$ cat config.mk
export PLATFORM = sky130hd
export DESIGN_NAME = rdw_ctrl
export DESIGN_NICKNAME = d
export VERILOG_FILES = /design/src/rtl/core/rect_displacement_warp_assert.svh /design/src/rtl/core/rdw_pkg.sv /design/src/rtl/core/rdw_ctrl.sv
export SDC_FILE = /design/constraint.sdc
export NUM_CORES = 1
export LEC_CHECK = 0
export ABC_AREA = 1
export BUFFER_PORTS_ARGS = -buffer_cell sky130_fd_sc_hd__buf_4
export CAP_MARGIN = 20
export CORE_UTILIZATION = 55
export DETAILED_ROUTE_END_ITERATION = 6
export PLACE_DENSITY = 0.82
export SLEW_MARGIN = 10
export SYNTH_ARGS = -nofsm -noshare
export SYNTH_HDL_FRONTEND = slang
export SYNTH_SLANG_ARGS = --single-unit
export TNS_END_PERCENT = 1
$ cat constraint.sdc
create_clock -name clk -period 2.21 [get_ports clk]
set_clock_uncertainty 0.2 [all_clocks]
set_input_delay 0.442 -clock clk [delete_from_list [all_inputs] [get_ports clk]]
set_output_delay 0.442 -clock clk [all_outputs]
set_load 0.02 [all_outputs]
$ cat src/rtl/core/rect_displacement_warp_assert.svh
// Assertion macros shared by the warp block.
`ifndef RECT_DISPLACEMENT_WARP_ASSERT_SVH
`define RECT_DISPLACEMENT_WARP_ASSERT_SVH

// Same-cycle implication, sampled on clk and quiet during rst.
`define RDW_ASSERT_IMPL(lbl, ant, con) \
  lbl: assert property (@(posedge clk) disable iff (rst) (ant) |-> (con)) \
    else $error("rect_displacement_warp: same-cycle check failed");

// Next-cycle implication, sampled on clk and quiet during rst.
`define RDW_ASSERT_NEXT(lbl, ant, con) \
  lbl: assert property (@(posedge clk) disable iff (rst) (ant) |=> (con)) \
    else $error("rect_displacement_warp: next-cycle check failed");

`endif

$ cat src/rtl/core/rdw_pkg.sv
// ----------------------------------------------------------------------------
// rdw_pkg
// Shared constants, codes and controller/datapath interface types.
// ----------------------------------------------------------------------------
package rdw_pkg;

  localparam int DEF_MAX_WIDTH  = 256;
  localparam int DEF_MAX_HEIGHT = 256;
  localparam int DEF_FRAC_BITS  = 8;

  localparam int DIM_W      = 13;
  localparam int OFS_W      = 20;
  localparam int DELTA_W    = 13;
  localparam int PIX_W      = 32;
  localparam int PERS_W     = 17;
  localparam int CFG_IDX_W  = 3;
  localparam int CFG_DATA_W = 17;

  localparam logic [PERS_W-1:0] PERS_ONE = 17'd65536;
  localparam logic signed [OFS_W-1:0] OFS_MAX = 20'sh7FFFF;
  localparam logic signed [OFS_W-1:0] OFS_MIN = -20'sh80000;

  localparam logic [CFG_IDX_W-1:0] REG_WIDTH   = 3'd0;
  localparam logic [CFG_IDX_W-1:0] REG_HEIGHT  = 3'd1;
  localparam logic [CFG_IDX_W-1:0] REG_CLEAR   = 3'd2;
  localparam logic [CFG_IDX_W-1:0] REG_RECT    = 3'd3;
  localparam logic [CFG_IDX_W-1:0] REG_PERSIST = 3'd4;

  localparam logic [8:0]        RST_WIDTH   = 9'd256;
  localparam logic [8:0]        RST_HEIGHT  = 9'd256;
  localparam logic [PERS_W-1:0] RST_PERSIST = 17'd62259;

  localparam logic [1:0] OP_LOAD   = 2'd0;
  localparam logic [1:0] OP_RECT   = 2'd1;
  localparam logic [1:0] OP_RENDER = 2'd2;

  typedef struct packed {
    logic latch_in;
    logic start_pos;
    logic latch_pos;
    logic clr_wr;
    logic frame_wr;
    logic map_rd_cell;
    logic map_wr_cell;
    logic mul;
    logic dec;
    logic push;
  } rdw_cmd_t;

  typedef struct packed {
    logic       mod_done;
    logic       clr_last;
    logic       cell_last;
    logic       rect_skip;
    logic       out_free;
    logic [1:0] op;
  } rdw_status_t;

endpackage

$ cat src/rtl/core/rdw_ctrl.sv
// ----------------------------------------------------------------------------
// rdw_ctrl
// Sequencer for map clearing, loads, rectangle walks and renders.
// ----------------------------------------------------------------------------
module rdw_ctrl (
  input  logic                 clk,
  input  logic                 rst,
  input  logic                 in_valid,
  output logic                 in_stall,
  input  rdw_pkg::rdw_status_t status,
  output rdw_pkg::rdw_cmd_t    cmd
);

  typedef enum logic [11:0] {
    S_CLEAR = 12'b000000000001,
    S_IDLE  = 12'b000000000010,
    S_START = 12'b000000000100,
    S_WAITP = 12'b000000001000,
    S_LOAD  = 12'b000000010000,
    S_CRD   = 12'b000000100000,
    S_CWR   = 12'b000001000000,
    S_MRD   = 12'b000010000000,
    S_MUL   = 12'b000100000000,
    S_DEC   = 12'b001000000000,
    S_WAITC = 12'b010000000000,
    S_PUSH  = 12'b100000000000
  } state_t;

  state_t state, state_next;

  always_ff @(posedge clk) begin
    if (rst) state <= S_CLEAR;
    else state <= state_next;
  end

  assign in_stall = (state != S_IDLE);

  always_comb begin
    state_next = state;
    cmd        = '0;
    unique case (state)
      S_CLEAR: begin
        cmd.clr_wr = 1'b1;
        if (status.clr_last) state_next = S_IDLE;
      end
      S_IDLE: begin
        if (in_valid) begin
          cmd.latch_in = 1'b1;
          state_next   = S_START;
        end
      end
      S_START: begin
        cmd.start_pos = 1'b1;
        state_next    = S_WAITP;
      end
      S_WAITP: begin
        if (status.mod_done) begin
          cmd.latch_pos = 1'b1;
          unique case (status.op)
            rdw_pkg::OP_LOAD:   state_next = S_LOAD;
            rdw_pkg::OP_RECT:   state_next = status.rect_skip ? S_IDLE : S_CRD;
            rdw_pkg::OP_RENDER: state_next = S_MRD;
            default:            state_next = S_IDLE;
          endcase
        end
      end
      S_LOAD: begin
        cmd.frame_wr = 1'b1;
        state_next   = S_IDLE;
      end
      S_CRD: begin
        cmd.map_rd_cell = 1'b1;
        state_next      = S_CWR;
      end
      S_CWR: begin
        cmd.map_wr_cell = 1'b1;
        state_next      = status.cell_last ? S_IDLE : S_CRD;
      end
      S_MRD: begin
        state_next = S_MUL;
      end
      S_MUL: begin
        cmd.mul    = 1'b1;
        state_next = S_DEC;
      end
      S_DEC: begin
        cmd.dec    = 1'b1;
        state_next = S_WAITC;
      end
      S_WAITC: begin
        if (status.mod_done) state_next = S_PUSH;
      end
      S_PUSH: begin
        if (status.out_free) begin
          cmd.push   = 1'b1;
          state_next = S_IDLE;
        end
      end
      default: state_next = S_IDLE;
    endcase
  end

endmodule
Word level (Yosys, flattened, before mapping)
Index checks and enable logic that the tools add are counted.

word-level totals
  flip-flop bits (word level) = 12
  input port bits = 10
  word-level logic and storage cells = 45

cells by class
  eq/ne operators = 20
  muxes and demuxes = 22
  reductions and logical operators = 2

operators with widths
  cell                                                    number
  one-hot mux 12 bit (11 select lines)                    1
  2-to-1 mux 12 bit                                       5
  one-hot mux 8 bit (3 select lines)                      1
  2-to-1 mux 1 bit                                        13
  equality test 12 x 1 -> 1 bit (second input constant)   1
  equality test 12 x 10 -> 1 bit (second input constant)  1
  equality test 12 x 11 -> 1 bit (second input constant)  1
  equality test 12 bit (second input constant)            1
  equality test 12 x 2 -> 1 bit (second input constant)   1
  equality test 12 x 3 -> 1 bit (second input constant)   1
  equality test 12 x 4 -> 1 bit (second input constant)   1
  equality test 12 x 5 -> 1 bit (second input constant)   1
  equality test 12 x 6 -> 1 bit (second input constant)   1
  equality test 12 x 7 -> 1 bit (second input constant)   1
  equality test 12 x 8 -> 1 bit (second input constant)   1
  equality test 12 x 9 -> 1 bit (second input constant)   1
  2-to-1 mux 6 bit                                        2
  != test 12 x 2 -> 1 bit (second input constant)         1
  != test 2 bit (second input constant)                   5
  AND reduction 5 bit                                     1
  equality test 2 x 1 -> 1 bit (second input constant)    1
  equality test 2 bit (second input constant)             1
  zero test 2 bit                                         1

Logic depth before layout (Yosys ltp)
  depth in word-level cells = 4
  mapped depth = 11
  mapped depth without buffers = 11

Worst setup path after synthesis
No wires, ideal clock.

  path kind = reg-to-output
  start point = reg state[9]
  end point = out cmd[4] in the netlist's numbering
  data arrival time = 1408 ps
  path slack = 160 ps
  cell stages (with the launch flop) = 6
  required time = 1568 ps
  cell sequence = dfxtp_1 nor2_1 nand2_2 inv_1 nand2_1 nor4_1

RTL lines
  item                    line            RTL
  start, declared         rdw_ctrl.sv:29  state_t state, state_next;
  start signal, assigned  rdw_ctrl.sv:33  else state <= state_next;
  end, declared           rdw_ctrl.sv:11  output rdw_pkg::rdw_cmd_t cmd

==> run summary <==
Setup total negative slack: 0 ps
PD cells: 575 nW/µm²
Filler cells: 121
Synth top area cells: dfxtp_1 (28%), inv_1 (15%), nand2_1 (12%)
WL/cell: 10.9 µm
Layout cells sized above 1: 27.3%
Antenna violations before repair: 0
Top_reg_cell synth: dfxtp_1
Clock latency on the worst-skew pair: 280 ps
Hpwl dp: 1480 µm
Register area share after synthesis: 28.4%
Clock slew at reported path FFs: 70 ps
Row count: 13
Num CTS Buffers: 3
Post-Layout Cell Count: 176
RSZ-0062 raised after global routing: false
Core ar.: 1370 µm²
Count leader, synth: inv_1
Maxcap violations: 0
Worst Path Arrival: 1510 ps
Critical path, cell by cell: nor2_1 -> nand2_2 -> inv_1 -> nand2_1 -> nor4_2 -> buf_4
Sequential cell area: 240 µm²
Worst reg2reg setup slack: 490 ps
Slew @ Worst Pin: 339 ps
Syn_nets: 148
Drt pass-1 iters: 4
Port-buffer cells: 20
Max-slew headroom: 77.3%
# Post-CTS Setup Buffers: 0
Critical Path End Type: primary output
Maximum VDD drop: 382 µV
First-pass GRT wire length: 3080 µm
CP Class: register to primary output
Largest net degree at the start of global routing: 9
Initial drt markers: 32
Final worst-path setup slack: 56.7 ps
Fin crit period: 2150 ps
Htree depth: 1
All-Layer GR Usage: 28.1%
Status: finished clean
Mapped Cells: 138
Sink Count: 12
Total grt overflow: 0
Vias post-DR: 888
Hold Startpoint: rst
Max frequency: 464 MHz
Setup Slack @ Placement: 330 ps
Multi-input logic area: 485 µm²
Total Die Area: 1700 µm²
Asr flop ratio synth: 0%
Syn Std Cell Area: 845 µm²
Worst setup path startpoint: state[9]
Static Leakage: 0.586 nW
Synthesized area per cell: 6.12 µm²
Crit-path max cell delay: 340 ps
Cell Area, Placed: 1010 µm²
Worst-path fanout max: 4
Placed cell count: 173
CP required: 1570 ps
Drt total wl: 1920 µm
Number of global-route vias before repair: 797
Area share of the largest cell type after synthesis: 28.4%
CTS tree: done
Diodes inserted: 0
Synth top cells by count: inv_1 (33), nand2_1 (26), nor2_1 (21), dfxtp_1 (12), nand3_1 (9)
# resized after CTS: 0
RePlAce Congestion: 0.779
Die W: 41.2 µm
Seq cells post-synth: 12
Setup-failing EPs final: 0
Bufs on Longest Clock Path: 2
Largest registers: state (12)
Post-synth EDFFs: 0
RR Startpoint: state[0]
Max reg flops: 12
CTS root buffer: clkbuf_4
Distinct cell type count after synthesis: 21
Post-DR vias/cell: 5.05
Die Y: 41.2 µm
Initial Util: 61.8%
Final nets: 173
Antenna-violating nets left: 0
Design Area, Final: 1040 µm²
Final Hold Vio Count: 0
Worst hold path class: input pin to register
# IOs: 21
Synth-to-layout area growth: 23.7%
Fin crit share: 97.4%
Setup crit start kind: register
Slowest CP cell: dfxtp_1
Yosys warning count: 0
Biggest register: state
Leading area contributor after synthesis: dfxtp_1
Final Slew Violations: 0
Critical path's top delay family: simple AND/OR/NAND/NOR gates
CP Buf/Inv Count: 2
DRC: 0
Hold Buf Count CTS: 0
placed cells by master (no fill, tap or decap), types with 2 or more instances in the layout:
cell and n:
o21ai_0 2, nand2_2 7, nand2_1 25, nor2_1 21, nor2_2 5, nand2_4 2, nand3_1 9, dfxtp_1 12
nor2_4 2, nor3_1 6, nand4_1 3, nand3b_1 2, inv_1 33, clkbuf_4 3, buf_4 20
logic make-up after synthesis:
group / count (synthesis) / share of synthesized area [%]
compound gates: 4 / 2.52
simple gates: 88 / 53.9
flops: 12 / 28.4
buf+inv: 34 / 15.1
metrics by stage:
stage | hold slack (ps) | power, mW | util [%]
detailed placement | 367 | 0.465 | 74.2
floorplan | 311 | 0.402 | -
finish | 154 | 0.600 | 76.5
global placement | 360 | 0.463 | 74.2
global route | 169 | 0.638 | 76.5
CTS | 159 | 0.597 | 75.8
final cells by class:
cell class / count / share of cell area (%)
Sequential cell: 12 / 23.0
Clock buffer: 3 / 2.16
Inverter: 34 / 12.2
Tap cell: 15 / 1.80
Multi-Input combinational cell: 92 / 46.5
Timing Repair Buffer: 20 / 14.4
per-layer routing:
layer | up-vias | share of wire, % | GRT usage [%]
met5 | - | 0 | 0
met4 | 0 | 2.1 | 14.5
met3 | 5 | 5.7 | 3.26
met2 | 29 | 47 | 47.3
met1 | 386 | 45 | 34.5
li1 | 468 | - | -
worst reg2reg max path, delay by kind of cell, from the launching register on:
kind / cells / cell delay, ps
buffers and inverters: 3 / 190
flip-flops: 1 / 320
AND/OR/NAND/NOR: 7 / 910
power by group:
| part | total (mW) | internal, mW | switching, mW |
|---|---|---|---|
| Clock | 0.133 | 0.0633 | 0.0701 |
| Combinational | 0.226 | 0.0790 | 0.147 |
| Sequential | 0.241 | 0.231 | 0.00997 |
worst paths after layout:
path | endpoint | depth (start not counted)
worst max-delay path | cmd[4] | 6
worst min register to register | state[3] | 4
worst min-delay path | state[10] | 2
worst max register to register | state[8] | 10
No activity file was read; power rests on OpenSTA's default activity.
